### config.mk
export PLATFORM = sky130hd
export DESIGN_NAME = paging_block_framer
export DESIGN_NICKNAME = d
export VERILOG_FILES = /design/src/hdl/pbf_pkg.sv /design/src/hdl/pbf_front.sv /design/src/hdl/pbf_queue.sv /design/src/hdl/pbf_back.sv /design/src/hdl/paging_block_framer.sv
export SDC_FILE = /design/constraint.sdc
export NUM_CORES = 1
export LEC_CHECK = 0
export ABC_AREA = 0
export BUFFER_PORTS_ARGS = -buffer_cell sky130_fd_sc_hd__buf_4
export CORE_MARGIN = 8
export CORE_UTILIZATION = 65
export DETAILED_ROUTE_END_ITERATION = 8
export HOLD_SLACK_MARGIN = 0.12
export PLACE_DENSITY = 0.85
export SYNTH_ARGS = -nofsm -noshare
export SYNTH_HDL_FRONTEND = slang
export SYNTH_SLANG_ARGS = --single-unit
### constraint.sdc
create_clock -name clk -period 5.6 [get_ports clk]
set_clock_uncertainty 0.05 [all_clocks]
set_input_delay 0 -clock clk [delete_from_list [all_inputs] [get_ports clk]]
set_output_delay 0 -clock clk [all_outputs]
set_load 0.1 [all_outputs]
### src/hdl/pbf_pkg.sv
// ----------------------------------------------------------------------------
// pbf_pkg
// Shared types and constants for the paging block framer.
// ----------------------------------------------------------------------------
package pbf_pkg;

  localparam int ID_W  = 31;
  localparam int SUM_W = 12;

  // register indexes on the configuration port
  localparam logic [1:0] REG_START = 2'd0;
  localparam logic [1:0] REG_STOP  = 2'd1;
  localparam logic [1:0] REG_CR    = 2'd2;

  localparam logic [7:0] START_RST  = 8'h02;
  localparam logic [7:0] STOP_RST   = 8'h03;
  localparam logic [7:0] CR_RST     = 8'h0d;
  localparam logic [7:0] ASCII_ZERO = 8'h30;

  typedef struct packed {
    logic [ID_W-1:0] pager_id;
    logic [7:0]      msg_char;
    logic            has_char;
    logic            last;
  } msg_t;

  typedef struct packed {
    logic [7:0] out_byte;
    logic       frame_end;
  } blk_t;

  typedef struct packed {
    logic [7:0] start_byte;
    logic [7:0] stop_byte;
    logic [7:0] cr_byte;
  } cfg_t;

  // one classified word waiting for the back end
  typedef struct packed {
    logic            need_header;
    logic [ID_W-1:0] pager_id;
    logic [7:0]      msg_char;
    logic            has_char;
    logic            last;
  } cmd_t;

  typedef struct packed {
    logic valid;
    logic full;
  } queue_status_t;

endpackage

### src/hdl/pbf_front.sv
// ----------------------------------------------------------------------------
// pbf_front
// Accepts message words, tracks whether a block is open and tags each word
// that must open a new block with a header request.
// ----------------------------------------------------------------------------
module pbf_front (
  input  logic                  clk,
  input  logic                  rst,
  input  logic                  msg_valid,
  output logic                  msg_ready,
  input  pbf_pkg::msg_t         msg,
  input  pbf_pkg::queue_status_t qstat,
  output logic                  push,
  output pbf_pkg::cmd_t         cmd
);
  import pbf_pkg::*;

  logic in_frame;

  assign msg_ready = !qstat.full;
  assign push      = msg_valid && msg_ready;

  always_comb begin
    cmd.need_header = !in_frame;
    cmd.pager_id    = msg.pager_id;
    cmd.msg_char    = msg.msg_char;
    cmd.has_char    = msg.has_char;
    cmd.last        = msg.last;
  end

  // block stays open until a word marked last goes by
  always_ff @(posedge clk) begin
    if (rst) begin
      in_frame <= 1'b0;
    end else if (push) begin
      in_frame <= !msg.last;
    end
  end

endmodule

### src/hdl/pbf_queue.sv
// ----------------------------------------------------------------------------
// pbf_queue
// Two-entry queue of classified words between the front and back ends.
// ----------------------------------------------------------------------------
module pbf_queue (
  input  logic                   clk,
  input  logic                   rst,
  input  logic                   push,
  input  pbf_pkg::cmd_t          push_cmd,
  input  logic                   pop,
  output pbf_pkg::cmd_t          head,
  output pbf_pkg::queue_status_t qstat
);
  import pbf_pkg::*;

  cmd_t       entries [2];
  logic       wr_ptr;
  logic       rd_ptr;
  logic [1:0] count;

  assign head        = entries[rd_ptr];
  assign qstat.valid = (count != 2'd0);
  assign qstat.full  = (count == 2'd2);

  always_ff @(posedge clk) begin
    if (push) begin
      entries[wr_ptr] <= push_cmd;
    end
  end

  always_ff @(posedge clk) begin
    if (rst) begin
      wr_ptr <= 1'b0;
      rd_ptr <= 1'b0;
      count  <= 2'd0;
    end else begin
      if (push) begin
        wr_ptr <= !wr_ptr;
      end
      if (pop) begin
        rd_ptr <= !rd_ptr;
      end
      case ({push, pop})
        2'b10:   count <= count + 2'd1;
        2'b01:   count <= count - 2'd1;
        default: count <= count;
      endcase
    end
  end

endmodule

### src/hdl/pbf_back.sv
// ----------------------------------------------------------------------------
// pbf_back
// Sequences the bytes of a block for the word at the queue head: header with
// shift-add-3 decimal conversion of the pager ID, pass-through character,
// and the closing part with the checksum. Drives the output register.
// ----------------------------------------------------------------------------
module pbf_back #(
  parameter int MAX_ID_DIGITS = 10
) (
  input  logic                   clk,
  input  logic                   rst,
  input  pbf_pkg::cfg_t          cfg,
  input  pbf_pkg::cmd_t          head,
  input  pbf_pkg::queue_status_t qstat,
  output logic                   pop,
  output logic                   blk_valid,
  input  logic                   blk_ready,
  output pbf_pkg::blk_t          blk
);
  import pbf_pkg::*;

  localparam int BCD_W = 4 * MAX_ID_DIGITS;
  localparam int IDX_W = (MAX_ID_DIGITS > 1) ? $clog2(MAX_ID_DIGITS) : 1;
  localparam int CNT_W = $clog2(ID_W);

  localparam logic [3:0] ST_IDLE  = 4'd0;
  localparam logic [3:0] ST_START = 4'd1;
  localparam logic [3:0] ST_CONV  = 4'd2;
  localparam logic [3:0] ST_SKIP  = 4'd3;
  localparam logic [3:0] ST_DIGIT = 4'd4;
  localparam logic [3:0] ST_HCR   = 4'd5;
  localparam logic [3:0] ST_CHAR  = 4'd6;
  localparam logic [3:0] ST_LCR   = 4'd7;
  localparam logic [3:0] ST_STOP  = 4'd8;
  localparam logic [3:0] ST_CK2   = 4'd9;
  localparam logic [3:0] ST_CK1   = 4'd10;
  localparam logic [3:0] ST_CK0   = 4'd11;
  localparam logic [3:0] ST_FCR   = 4'd12;

  logic [3:0]       state;
  logic [3:0]       state_next;
  logic [SUM_W-1:0] running_sum;
  logic [ID_W-1:0]  id_sh;
  logic [BCD_W-1:0] bcd;
  logic [BCD_W-1:0] bcd_adj;
  logic [BCD_W-1:0] bcd_shift;
  logic [CNT_W-1:0] bit_cnt;
  logic [IDX_W-1:0] idx;
  logic [3:0]       cur_digit;
  logic             out_free;
  logic             emit;
  logic             emit_end;
  logic             summed;
  logic [7:0]       emit_byte;

  assign out_free  = !blk_valid || blk_ready;
  assign cur_digit = bcd[idx*4 +: 4];

  // add 3 to every digit above 4, then shift in the next ID bit
  always_comb begin
    for (int i = 0; i < MAX_ID_DIGITS; i++) begin
      bcd_adj[i*4 +: 4] = (bcd[i*4 +: 4] > 4'd4) ? bcd[i*4 +: 4] + 4'd3 : bcd[i*4 +: 4];
    end
  end
  assign bcd_shift = {bcd_adj[BCD_W-2:0], id_sh[ID_W-1]};

  always_comb begin
    state_next = state;
    emit       = 1'b0;
    emit_end   = 1'b0;
    summed     = 1'b0;
    emit_byte  = 8'h00;
    pop        = 1'b0;
    case (state)
      ST_IDLE: begin
        if (qstat.valid) begin
          if (head.need_header) begin
            state_next = ST_START;
          end else if (head.has_char) begin
            state_next = ST_CHAR;
          end else if (head.last) begin
            state_next = ST_LCR;
          end else begin
            pop = 1'b1;
          end
        end
      end
      ST_START: begin
        if (out_free) begin
          emit       = 1'b1;
          emit_byte  = cfg.start_byte;
          state_next = ST_CONV;
        end
      end
      ST_CONV: begin
        if (bit_cnt == CNT_W'(ID_W - 1)) begin
          state_next = ST_SKIP;
        end
      end
      ST_SKIP: begin
        // drop leading zeros, keep at least one digit
        if (cur_digit != 4'd0 || idx == '0) begin
          state_next = ST_DIGIT;
        end
      end
      ST_DIGIT: begin
        if (out_free) begin
          emit      = 1'b1;
          summed    = 1'b1;
          emit_byte = ASCII_ZERO + {4'd0, cur_digit};
          if (idx == '0) begin
            state_next = ST_HCR;
          end
        end
      end
      ST_HCR: begin
        if (out_free) begin
          emit      = 1'b1;
          summed    = 1'b1;
          emit_byte = cfg.cr_byte;
          if (head.has_char) begin
            state_next = ST_CHAR;
          end else if (head.last) begin
            state_next = ST_LCR;
          end else begin
            pop        = 1'b1;
            state_next = ST_IDLE;
          end
        end
      end
      ST_CHAR: begin
        if (out_free) begin
          emit      = 1'b1;
          summed    = 1'b1;
          emit_byte = head.msg_char;
          if (head.last) begin
            state_next = ST_LCR;
          end else begin
            pop        = 1'b1;
            state_next = ST_IDLE;
          end
        end
      end
      ST_LCR: begin
        if (out_free) begin
          emit       = 1'b1;
          summed     = 1'b1;
          emit_byte  = cfg.cr_byte;
          state_next = ST_STOP;
        end
      end
      ST_STOP: begin
        if (out_free) begin
          emit       = 1'b1;
          summed     = 1'b1;
          emit_byte  = cfg.stop_byte;
          state_next = ST_CK2;
        end
      end
      ST_CK2: begin
        if (out_free) begin
          emit       = 1'b1;
          emit_byte  = ASCII_ZERO + {4'd0, running_sum[11:8]};
          state_next = ST_CK1;
        end
      end
      ST_CK1: begin
        if (out_free) begin
          emit       = 1'b1;
          emit_byte  = ASCII_ZERO + {4'd0, running_sum[7:4]};
          state_next = ST_CK0;
        end
      end
      ST_CK0: begin
        if (out_free) begin
          emit       = 1'b1;
          emit_byte  = ASCII_ZERO + {4'd0, running_sum[3:0]};
          state_next = ST_FCR;
        end
      end
      ST_FCR: begin
        if (out_free) begin
          emit       = 1'b1;
          emit_end   = 1'b1;
          emit_byte  = cfg.cr_byte;
          pop        = 1'b1;
          state_next = ST_IDLE;
        end
      end
      default: begin
        state_next = ST_IDLE;
      end
    endcase
  end

  always_ff @(posedge clk) begin
    if (rst) begin
      state       <= ST_IDLE;
      blk_valid   <= 1'b0;
      running_sum <= '0;
    end else begin
      state <= state_next;
      if (emit) begin
        blk_valid <= 1'b1;
      end else if (blk_ready) begin
        blk_valid <= 1'b0;
      end
      // restart the checksum with the start byte
      if (state == ST_START && emit) begin
        running_sum <= {4'd0, emit_byte};
      end else if (summed) begin
        running_sum <= running_sum + {4'd0, emit_byte};
      end
    end
  end

  always_ff @(posedge clk) begin
    if (emit) begin
      blk.out_byte  <= emit_byte;
      blk.frame_end <= emit_end;
    end
    case (state)
      ST_START: begin
        id_sh   <= head.pager_id;
        bcd     <= '0;
        bit_cnt <= '0;
        idx     <= IDX_W'(MAX_ID_DIGITS - 1);
      end
      ST_CONV: begin
        bcd     <= bcd_shift;
        id_sh   <= id_sh << 1;
        bit_cnt <= bit_cnt + CNT_W'(1);
      end
      ST_SKIP: begin
        if (cur_digit == 4'd0 && idx != '0) begin
          idx <= idx - IDX_W'(1);
        end
      end
      ST_DIGIT: begin
        if (emit) begin
          idx <= idx - IDX_W'(1);
        end
      end
      default: begin
        idx <= idx;
      end
    endcase
  end

endmodule

### src/hdl/paging_block_framer.sv
// ----------------------------------------------------------------------------
// paging_block_framer
// Turns a stream of message words into paging-protocol blocks.
// ----------------------------------------------------------------------------
// Input channel msg_valid/msg_ready/msg carries one word: pager ID, an
// optional character and a last flag. Output channel blk_valid/blk_ready/blk
// carries one byte of the block; frame_end marks the closing CR.
// The first word of a block yields start byte, pager ID in decimal, CR; a
// character word yields the character; a last word yields CR, stop byte,
// three checksum digits and the closing CR.
// A front end classifies words into a two-entry queue; the back end picks up
// each queued word in its idle state, then emits at most one byte per
// cycle from an output register. A header emits the start byte, converts
// the pager ID by shift-add-3, skips leading zeros, then emits the digits
// and the CR. The queue holds up to two words, including the one that the
// back end is working on. Reset clears the queue, the open-block flag, the
// checksum and the output valid flag and restores the default start, stop
// and CR bytes. When the receiver holds blk_ready low the back end stalls
// and the queue fills, then msg_ready drops.
// Configuration writes take effect on the next clock edge.
// ----------------------------------------------------------------------------
module paging_block_framer #(
  parameter int MAX_ID_DIGITS = 10
) (
  input  logic          clk,
  input  logic          rst,
  input  logic          cfg_we,
  input  logic [1:0]    cfg_index,
  input  logic [7:0]    cfg_data,
  input  logic          msg_valid,
  output logic          msg_ready,
  input  pbf_pkg::msg_t msg,
  output logic          blk_valid,
  input  logic          blk_ready,
  output pbf_pkg::blk_t blk
);
  import pbf_pkg::*;

  cfg_t          cfg;
  cmd_t          push_cmd;
  cmd_t          head;
  queue_status_t qstat;
  logic          push;
  logic          pop;

  always_ff @(posedge clk) begin
    if (rst) begin
      cfg.start_byte <= START_RST;
      cfg.stop_byte  <= STOP_RST;
      cfg.cr_byte    <= CR_RST;
    end else if (cfg_we) begin
      case (cfg_index)
        REG_START: cfg.start_byte <= cfg_data;
        REG_STOP:  cfg.stop_byte  <= cfg_data;
        REG_CR:    cfg.cr_byte    <= cfg_data;
        default:   cfg <= cfg;
      endcase
    end
  end

  pbf_front u_front (
    .clk       (clk),
    .rst       (rst),
    .msg_valid (msg_valid),
    .msg_ready (msg_ready),
    .msg       (msg),
    .qstat     (qstat),
    .push      (push),
    .cmd       (push_cmd)
  );

  pbf_queue u_queue (
    .clk      (clk),
    .rst      (rst),
    .push     (push),
    .push_cmd (push_cmd),
    .pop      (pop),
    .head     (head),
    .qstat    (qstat)
  );

  pbf_back #(
    .MAX_ID_DIGITS (MAX_ID_DIGITS)
  ) u_back (
    .clk       (clk),
    .rst       (rst),
    .cfg       (cfg),
    .head      (head),
    .qstat     (qstat),
    .pop       (pop),
    .blk_valid (blk_valid),
    .blk_ready (blk_ready),
    .blk       (blk)
  );

endmodule

# ---- After elaboration in Yosys (flattened, before gate mapping)
# Memory sizes are Yosys's and may differ from the RTL's. A register that Yosys moved wholly into a read port is not among the register bits.
# Cells that the tools add are included.
dict set report totals {
  regBits 135
  mem_bits_rw 84
  inputBits 56
  out_inout_bits 11
  wordCells 179
  mem_count 1
}
dict set report op_classes {
  n_addsub 19
  magnitude_cmp 10
  eq_ne 35
  n_shift 1
  muxes 64
  reduce_logical 32
}
# name depth width rd rd_clocked_by_memory_dff write_ports line
set mem_list {}
lappend mem_list {u_queue.entries 2 42 1 1 1 pbf_queue.sv:16} ;# cmd_t entries [2];
# op count
set ops {}
lappend ops {{2-to-1 mux 4 bit} 29}
lappend ops {{2-to-1 mux 8 bit} 10}
lappend ops {{case mux 40 bit (2 select lines)} 1}
lappend ops {{case mux 8 bit (8 select lines)} 1}
lappend ops {{case mux 31 bit (2 select lines)} 1}
lappend ops {{case mux 4 bit (13 select lines)} 1}
lappend ops {{> comparator 4 x 3 -> 1 bit, second input constant} 10}
lappend ops {{variable part select 40 x 7 -> 4 bit} 1}
lappend ops {{adder 4 x 2 -> 4 bit, second input constant} 9}
lappend ops {{!= test 2 x 1 -> 1 bit, second input constant} 15}
lappend ops {{adder 6 x 4 -> 7 bit, first input constant} 4}
lappend ops {{equality test 4 bit, second input constant} 5}
lappend ops {{equality test 4 x 3 -> 1 bit, second input constant} 4}
lappend ops {{2-to-1 mux 1 bit} 15}
lappend ops {{AND reduction 15 bit} 1}
lappend ops {{adder 12 x 8 -> 12 bit} 1}
lappend ops {{logical NOT 4 bit} 3}
lappend ops {{case mux 4 bit (3 select lines)} 1}
lappend ops {{case mux 5 bit (2 select lines)} 1}
lappend ops {{nonzero test 2 bit} 5}
lappend ops {{OR reduction 10 bit} 1}
lappend ops {{equality test 4 x 2 -> 1 bit, second input constant} 2}
lappend ops {{nonzero test 4 bit} 2}
lappend ops {{equality test 2 bit, second input constant} 3}
lappend ops {{23 further kinds} 35}

# ---- Longest topological paths before layout
# Gate-level depths: netlist of the first run.
dict set report logic_depth {
  word_depth 7
  ltp_mapped 18
  ltp_nobuf 17
}

# ---- Cells and area by module
# Synthesis of the first run repeated with hierarchy kept, for this count alone.
dict set report unflattened {
  hier_cells 934
  hier_area_um2 11040.6
}
# module instances cells_each area_per_inst_um2 seq_area_each_um2
set by_module_without_submodules {}
lappend by_module_without_submodules {pbf_back 1 638 6456.2 3012.9}
lappend by_module_without_submodules {pbf_queue 1 153 3228.1 2622.5}
lappend by_module_without_submodules {paging_block_framer 1 96 994.7 480.5}
lappend by_module_without_submodules {pbf_front 1 47 361.6 20.0}

# ---- Worst setup path before layout of the first run
# No wires, ideal clock.
dict set report synth_timing {
  path_kind {register to register}
  from {reg u_queue.count[0]}
  to {mem u_queue.entries[0][0] in the netlist's numbering, enable pin}
  setup_ps 442
  t_arrival_ps 3315
  required_ps 5108
  slack_ps 1793
  stages_incl_launch_ff 4
  n_path_buf 0
  period_less_slack_ps 3807
  cell_sequence {dfxtp_1 > nand2b_1 > nand2_1 > nor2_1}
}
dict set report synth_via {
  elab_chain_cells 5
}
# item line
set synth_rtl {}
lappend synth_rtl {{from (decl)} pbf_queue.sv:19} ;# logic [1:0] count;
lappend synth_rtl {{from (signal assigned)} pbf_queue.sv:44} ;# 2'b10: count <= count + 2'd1;
lappend synth_rtl {{from (signal assigned)} pbf_queue.sv:45} ;# 2'b01: count <= count - 2'd1;
lappend synth_rtl {{from (signal assigned)} pbf_queue.sv:46} ;# default: count <= count;
lappend synth_rtl {{equality test 2 bit} pbf_queue.sv:23} ;# assign qstat.full = (count == 2'd2);
lappend synth_rtl {{logical NOT 1 bit} pbf_front.sv:20} ;# assign msg_ready = !qstat.full;
lappend synth_rtl {{via msg_ready} paging_block_framer.sv:31} ;# output logic msg_ready,
lappend synth_rtl {{logical AND 1 bit} pbf_front.sv:21} ;# assign push = msg_valid && msg_ready;
lappend synth_rtl {{2-to-1 mux 1 bit} pbf_queue.sv:26} ;# if (push) begin
lappend synth_rtl {{2-to-1 mux 1 bit (implied by the code)} pbf_queue.sv:27} ;# entries[wr_ptr] <= push_cmd;
lappend synth_rtl {{to (decl)} pbf_queue.sv:16}
# The timed path passes the listed nets, and every way through them passes these cells.

# ---- Worst setup path in the final report of the first run
dict set report layout_timing {
  from {reg u_back.idx[0]}
  to {reg u_back.running_sum[8]}
}
dict set report layout_via {
  elab_chain_cells 5
}
# item line
set layout_rtl {}
lappend layout_rtl {{from (decl)} pbf_back.sv:48} ;# logic [IDX_W-1:0] idx;
lappend layout_rtl {{from (signal assigned)} pbf_back.sv:227} ;# idx <= IDX_W'(MAX_ID_DIGITS - 1);
lappend layout_rtl {{from (signal assigned)} pbf_back.sv:236} ;# idx <= idx - IDX_W'(1);
lappend layout_rtl {{from (signal assigned)} pbf_back.sv:241} ;# idx <= idx - IDX_W'(1);
lappend layout_rtl {{variable part select 40 x 7 -> 4 bit} pbf_back.sv:57} ;# assign cur_digit = bcd[idx*4 +: 4];
lappend layout_rtl {{adder 6 x 4 -> 7 bit} pbf_back.sv:110} ;# emit_byte = ASCII_ZERO + {4'd0, cur_digit};
lappend layout_rtl {{2-to-1 mux 8 bit} pbf_back.sv:107} ;# if (out_free) begin
lappend layout_rtl {{case mux 8 bit (8 select lines)} pbf_back.sv:74} ;# case (state)
lappend layout_rtl {{via u_back.emit_byte[0]} pbf_back.sv:54} ;# logic [7:0] emit_byte;
lappend layout_rtl {{adder 12 x 8 -> 12 bit} pbf_back.sv:212} ;# running_sum <= running_sum + {4'd0, emit_byte};
lappend layout_rtl {{to (signal assigned)} pbf_back.sv:210} ;# running_sum <= {4'd0, emit_byte};
lappend layout_rtl {{to (signal assigned)} pbf_back.sv:212}
lappend layout_rtl {{to (decl)} pbf_back.sv:42} ;# logic [SUM_W-1:0] running_sum;
# The timed path passes the listed nets, and every way through them passes these cells.
# A chain may end at the register's enable or synchronous reset.

==> flow_summary.ini, run 1 <==
[logic_synthesis]
dominantRegCellSynth = edfxtp_1
postSynthAreaPerCell_um2 = 11.5
synth_seq_cells = 220
ys_top_cells_by_count = edfxtp_1 (173), nor2_1 (147), a21oi_1 (86), mux2i_1 (76), nand2_1 (50)
synth_edf_count = 173
syn_area_um2 = 10500
synthArstFlopShare_pct = 0
yosys_warnings = 0
yosysTopAreaCell = edfxtp_1
ys_types = 58
synth.net_count = 1015
yosysTopAreaCellShare_pct = 49.3
synth_cells = 920
yosysSeqAreaShare_pct = 58.2
post-synth-top-count-cell = edfxtp_1
synthTopCellsByArea = edfxtp_1 (49%), dfxtp_1 (8.9%), mux2i_1 (7.2%)

[job]
max_cap_viol_count = 0

[critical_path]
crit_chain = mux2i_1 > mux4_2 > o22ai_2 > nand2_1 > a31oi_1 > ha_1 > inv_1 > fa_1 > nor2b_1 > o21a_1 > o21ai_1 > a21oi_1 > o21ai_0 > or4_1 > nand3_1
max_stage_delay_ps = 1030
cp.arrival_ps = 4770
crit_path_max_fanout = 21
cp.required_ps = 6010
path_class = reg2reg
critPathTopFamily = compound AO/OA/AOI/OAI gates
cp-start-kind = flop
cp_num_buf_inv = 1
end_kind = flop
crit_slowest_cell = edfxtp_1

[place]
place_area_um2 = 11200
placedCellCount = 1165
numPortBuffers = 66
dp_hpwl_mm = 13.9
place_congestion = 0.900

[global_routing]
grt_first_pass_wirelength_mm = 39.2
grtUsageTotal_pct = 24.2
grt_antenna_before_repair = 0
grt_max_degree = 105
grt_pass1_vias = 7489
grt-ovfl-total = 0

[cells_and_area]
final_area_um2 = 12500
fin_nets = 1130
drive_above_1_share_pct = 12.7
area_growth_pct = 18.8
stdcell_count = 1269

[route]
drc = 0
via_count = 7623
drt_iter0_markers = 753
ant_nets = 0
firstDrtPassIters = 6
totalWireLength_mm = 24.6
wire_per_inst_um = 19.3
avgViaCountPerCell = 6.01

[clock_tree]
cts_inserted_buffers = 23
ctsLongestPathBuffers = 3
clock_latency_ps = 530
postCtsSetupRepairBufs = 0
root_buffer = clkbuf_16
ctsHoldBuffers = 61
h-tree-depth = 1
cts_resized = 0
clk_pin_slew_ps = 70
cts.sinks = 220
cts_tree = built

[floorplan]
core_area_um2 = 15900
io_pins = 67
fp.dieH_um = 143
placementRows = 46
start_util_pct = 66.4
die_area_um2 = 20600
die_w_um = 143

[timing]
post-route-min-period_ps = 4360
rsz0062_at_grt = no
hold_viol_final = 0
fin_crit_sh_pct = 77.9
final-setup-viol-count = 0
finalSetupTns_ps = 0
worstMarginPinSlew_ps = 1060
drv_slew = 0
relSlewSlack_pct = 28.6
max_freq_mhz = 229

[power]
power_density_nw_per_um2 = 497
power.switching_uw = 2300
switching_share_pct = 36.9
p_int_uw = 3920
pwr-share-comb_pct = 32.0
pwr-share-seq_pct = 43.6
clkPwrFrac_pct = 24.4
leakage_uw = 0.00475
peakVddDrop_uv = 460

[min_path]
min-delay-path-class = in2reg

[status]
status = finished clean
power groups by stage:
stage          clock network [uW]  logic, uW  registers (uW)
2_1_floorplan                   0       1340            2820
3_3_place_gp                    0       1850            2700
3_5_place_dp                    0       1900            2720
4_1_cts                      1500       1970            2690
5_1_grt                      1580       2190            2770
6_report                     1520       1990            2710
final timing paths:
path / start / end / cells after the start / slack, ps
worst min-delay path: msg[15] / u_queue.entries[1][15] / 2 / 150
worst max-delay path: u_back.idx[0] / u_back.running_sum[8] / 15 / 1240
worst max register to register: u_back.idx[0] / u_back.running_sum[8] / 15 / 1240
worst min register to register: cfg[9] / cfg[9] / 1 / 430
cell type report:
cell class,instances,area [um2]
Antenna cell,1,2.50
Clock buffer,35,662
Clock inverter,7,77.6
Fill cell,936,3360
Inverter,48,180
Multi-Input combinational cell,610,4050
Sequential cell,220,6140
Tap cell,216,270
Timing Repair Buffer,132,1140
flip-flops by register name, summed over array words and instances (netlist names), 2 cells and up, named ones only:
| signal | cells |
|---|---|
| u_back.id_sh | 31 |
| u_back.bit_cnt | 5 |
| u_back.bcd | 40 |
| u_back.blk | 9 |
| u_back.running_sum | 12 |
| u_queue.entries | 84 |
| u_queue.count | 2 |
| u_back.state | 4 |
| cfg | 24 |
| u_back.idx | 4 |
worst register-to-register path, cell delays in order, from the launching register on:
cell,delay (ps)
edfxtp_1,1030
mux2i_1,170
mux4_2,500
o22ai_2,200
nand2_1,80
a31oi_1,320
ha_1,230
inv_1,60
fa_1,400
nor2b_1,180
o21a_1,180
o21ai_1,70
a21oi_1,210
o21ai_0,120
or4_1,400
nand3_1,90
placed cells by master, fill, tap and decap left out, drive strengths merged, types with 6 or more instances in the layout:
cell type	netlist	layout
nor3	10	10
inv	48	50
nor2	147	147
xnor2	20	20
o22ai	6	6
buf	22	71
dlygate4sd3	0	61
nand3	12	12
dfxtp	47	47
nor2b	9	9
a21oi	86	86
o21ai	38	38
or3	11	11
nand2	50	50
a22o	7	7
clkbuf	20	35
a211oi	8	8
nor3b	7	7
edfxtp	173	173
mux2i	76	76
a211o	7	7
a31oi	11	11
ha	38	38
layer usage:
| layer | vias to the layer above | GRT usage, % | part of all wire (%) |
|---|---|---|---|
| met5 | - | 0 | 0 |
| li1 | 3560 | - | - |
| met4 | 0 | 6.42 | 2.1 |
| met3 | 50 | 4.35 | 7.1 |
| met1 | 3673 | 30.6 | 40 |
| met2 | 340 | 42.0 | 51 |
metrics by stage:
stage | total power (uW) | hold WS, ps | utilization, % | setup WS [ps]
after floorplan | 4150 | 48.9 | - | 1790
after global placement | 4550 | 135 | 70.3 | 1520
after detailed placement | 4620 | 137 | 70.3 | 1290
after CTS | 6160 | 137 | 78.8 | 1270
after global routing | 6540 | 150 | 78.8 | 926
final | 6220 | 153 | 78.8 | 1240
cells by family after synthesis:
logic type | count (synthesis) | synth area share, %
and+or+nand+nor | 268 | 11.3
adders and majority gates | 39 | 4.70
DFF | 220 | 58.2
muxes | 85 | 8.71
buffers and inverters | 90 | 3.63
xor gates and xnor gates | 25 | 2.08
AOI/OAI and AO/OA | 193 | 11.4
No activity file was read; power rests on OpenSTA's default activity.
==> inputs of run 2 (changes only) <==
--- a/config.mk
+++ b/config.mk
@@ -8,10 +8,10 @@
 export ABC_AREA = 0
 export BUFFER_PORTS_ARGS = -buffer_cell sky130_fd_sc_hd__buf_4
 export CORE_MARGIN = 8
-export CORE_UTILIZATION = 65
+export CORE_UTILIZATION = 61
 export DETAILED_ROUTE_END_ITERATION = 8
 export HOLD_SLACK_MARGIN = 0.12
-export PLACE_DENSITY = 0.85
+export PLACE_DENSITY = 0.8
 export SYNTH_ARGS = -nofsm -noshare
 export SYNTH_HDL_FRONTEND = slang
 export SYNTH_SLANG_ARGS = --single-unit
==> constraint.sdc (replaced) <==
create_clock -name clk -period 4.5 [get_ports clk]
set_clock_uncertainty 0.05 [all_clocks]
set_input_delay 0 -clock clk [delete_from_list [all_inputs] [get_ports clk]]
set_output_delay 0 -clock clk [all_outputs]
set_load 0.1 [all_outputs]
==> flow_summary.ini, run 2 (synthesized netlist as in run 1, its figures left out) <==
[critical_path]
reg2reg_to = u_back.running_sum[8]
end_kind = flop
crit_path_max_fanout = 13
cp-startpoint = u_back.idx[0]
cp.arrival_ps = 4420
cp-start-kind = flop
worst_r2r_path_depth = 15
cp.required_ps = 4900
cp-endpoint = u_back.running_sum[8]
r2r_start = u_back.idx[0]
path_class = reg2reg
ff2ff_setup_slack_ps = 480

[clock_tree]
clk_pin_slew_ps = 60
cts_tree = built
h-tree-depth = 1
clock_latency_ps = 530
cts_inserted_buffers = 23
cts.sinks = 220
root_buffer = clkbuf_16
ctsLongestPathBuffers = 3
cts_resized = 0

[route]
totalWireLength_mm = 23.3
drc = 0
avgViaCountPerCell = 5.80
firstDrtPassIters = 5
wire_per_inst_um = 18.1
via_count = 7462
ant_nets = 0
drt_iter0_markers = 664

[job]
max_cap_viol_count = 0

[cells_and_area]
drive_above_1_share_pct = 13.6
reg_top3 = u_queue.entries (84), u_back.bcd (40), u_back.id_sh (31)
final_common_cell = edfxtp_1
finalCoreUtilization_pct = 74.1
largest_reg_flops = 84
layout_common_cells = edfxtp_1 (173), nor2_1 (146), a21oi_1 (86)
area_growth_pct = 20.3
n_fill_cell = 1121
top_register = u_queue.entries
fin_nets = 1139

[place]
dp_hpwl_mm = 14.4
place_ws_ps = 526
place_congestion = 0.870
numPortBuffers = 66

[power]
power_uw = 7840
leakage_uw = 0.00483
power_density_nw_per_um2 = 618
peakVddDrop_uv = 466

[timing]
final-setup-viol-count = 0
holdWs_ps = 145
relSlewSlack_pct = 20.1
hold_viol_final = 0
setup_ws_ps = 478
finalSetupTns_ps = 0
worstMarginPinSlew_ps = 1190
drv_slew = 0
post-route-min-period_ps = 4020
fin_crit_sh_pct = 89.4
rsz0062_at_grt = no
max_freq_mhz = 249

[global_routing]
met2_usage_pct = 35.4
grt-ovfl-total = 0
grt_antenna_before_repair = 1
grt_pass1_vias = 7629
grt_max_degree = 89
grtUsageMet1_pct = 27.9
use_met3_pct = 3.97
grtUsageTotal_pct = 21.3
top_usage_layer = met2
grt_first_pass_wirelength_mm = 38.1

[floorplan]
placementRows = 48
die_w_um = 147
start_util_pct = 61.6
core_area_um2 = 17100
fp.dieH_um = 147
die_area_um2 = 21800
io_pins = 67

[status]
status = finished clean

[min_path]
min-delay-path-class = in2reg
-- run 2: cell count changes in the layout (fill, tap and decap cells not counted), moves of 2 or more --
| cell | before | now |
|---|---|---|
| buf_4 | 71 | 78 |
| clkbuf_1 | 6 | 4 |
| clkbuf_16 | 23 | 26 |
| clkbuf_4 | 3 | 0 |
| clkbuf_8 | 3 | 8 |
| dlygate4sd3_1 | 61 | 63 |
-- run 2: per-stage QoR --
stage	cells	area, um2
4_1_cts	1286	12700
6_report	1287	12700
3_5_place_dp	1181	11200
5_1_grt	1287	12700
3_3_place_gp	1181	11200
2_1_floorplan	920	10500
-- run 2: metal layers --
layer / routed length (um) / part of all wire, %
met1: 10100 / 44
met5: 0 / 0
met3: 1390 / 6.0
met2: 11200 / 48
met4: 524 / 2.2
-- run 2: power by group --
| part | total, uW | switching [uW] | leakage (uW) | internal, uW |
|---|---|---|---|---|
| logic | 2510 | 1610 | 0.00242 | 899 |
| clock network | 1980 | 793 | 0.000404 | 1190 |
| registers | 3350 | 431 | 0.00201 | 2920 |
-- run 2: final cells by class --
cell class              count  area [um2]  area share [%]
inverters                  48         180            1.42
flip-flops and latches    220        6140            48.4
well taps                 225         282            2.22
repair buffers            141        1220            9.59
clock inverters             4        38.8           0.306
diodes                      1        2.50          0.0197
multi-input cells         610        4050            31.9
clock buffers              38         776            6.12
-- run 2: worst max-delay path, cell delays in order (launching register included) --
cell,delay [ps]
edfxtp_1,750
mux2i_1,160
mux4_2,510
o22ai_2,190
nand2_1,90
a31oi_1,280
ha_1,220
inv_1,60
fa_1,390
nor2b_1,170
o21a_1,180
o21ai_1,70
a21oi_1,220
o21ai_0,130
or4_1,400
nand3_1,90
-- run 2: how the worst min path moves through the flow --
stage / start / end / slack, ps / depth (start not counted)
final: msg[20] / u_queue.entries[1][20] / 140 / 2
after global routing: msg[13] / u_queue.entries[1][13] / 140 / 2
after CTS: msg[4] / u_queue.entries[0][4] / 130 / 2
after detailed placement: msg[21] / u_queue.entries[1][21] / 140 / 1
after global placement: msg[15] / u_queue.entries[0][15] / 130 / 1
after floorplan: msg[0] / u_queue.entries[0][0] / 50 / 0
-- run 2: repair_timing --
item | in CTS | in global routing
hold buffers | 63 | 0
setup buffers | 0 | 0
endpoints found under the hold margin | 140 | 0
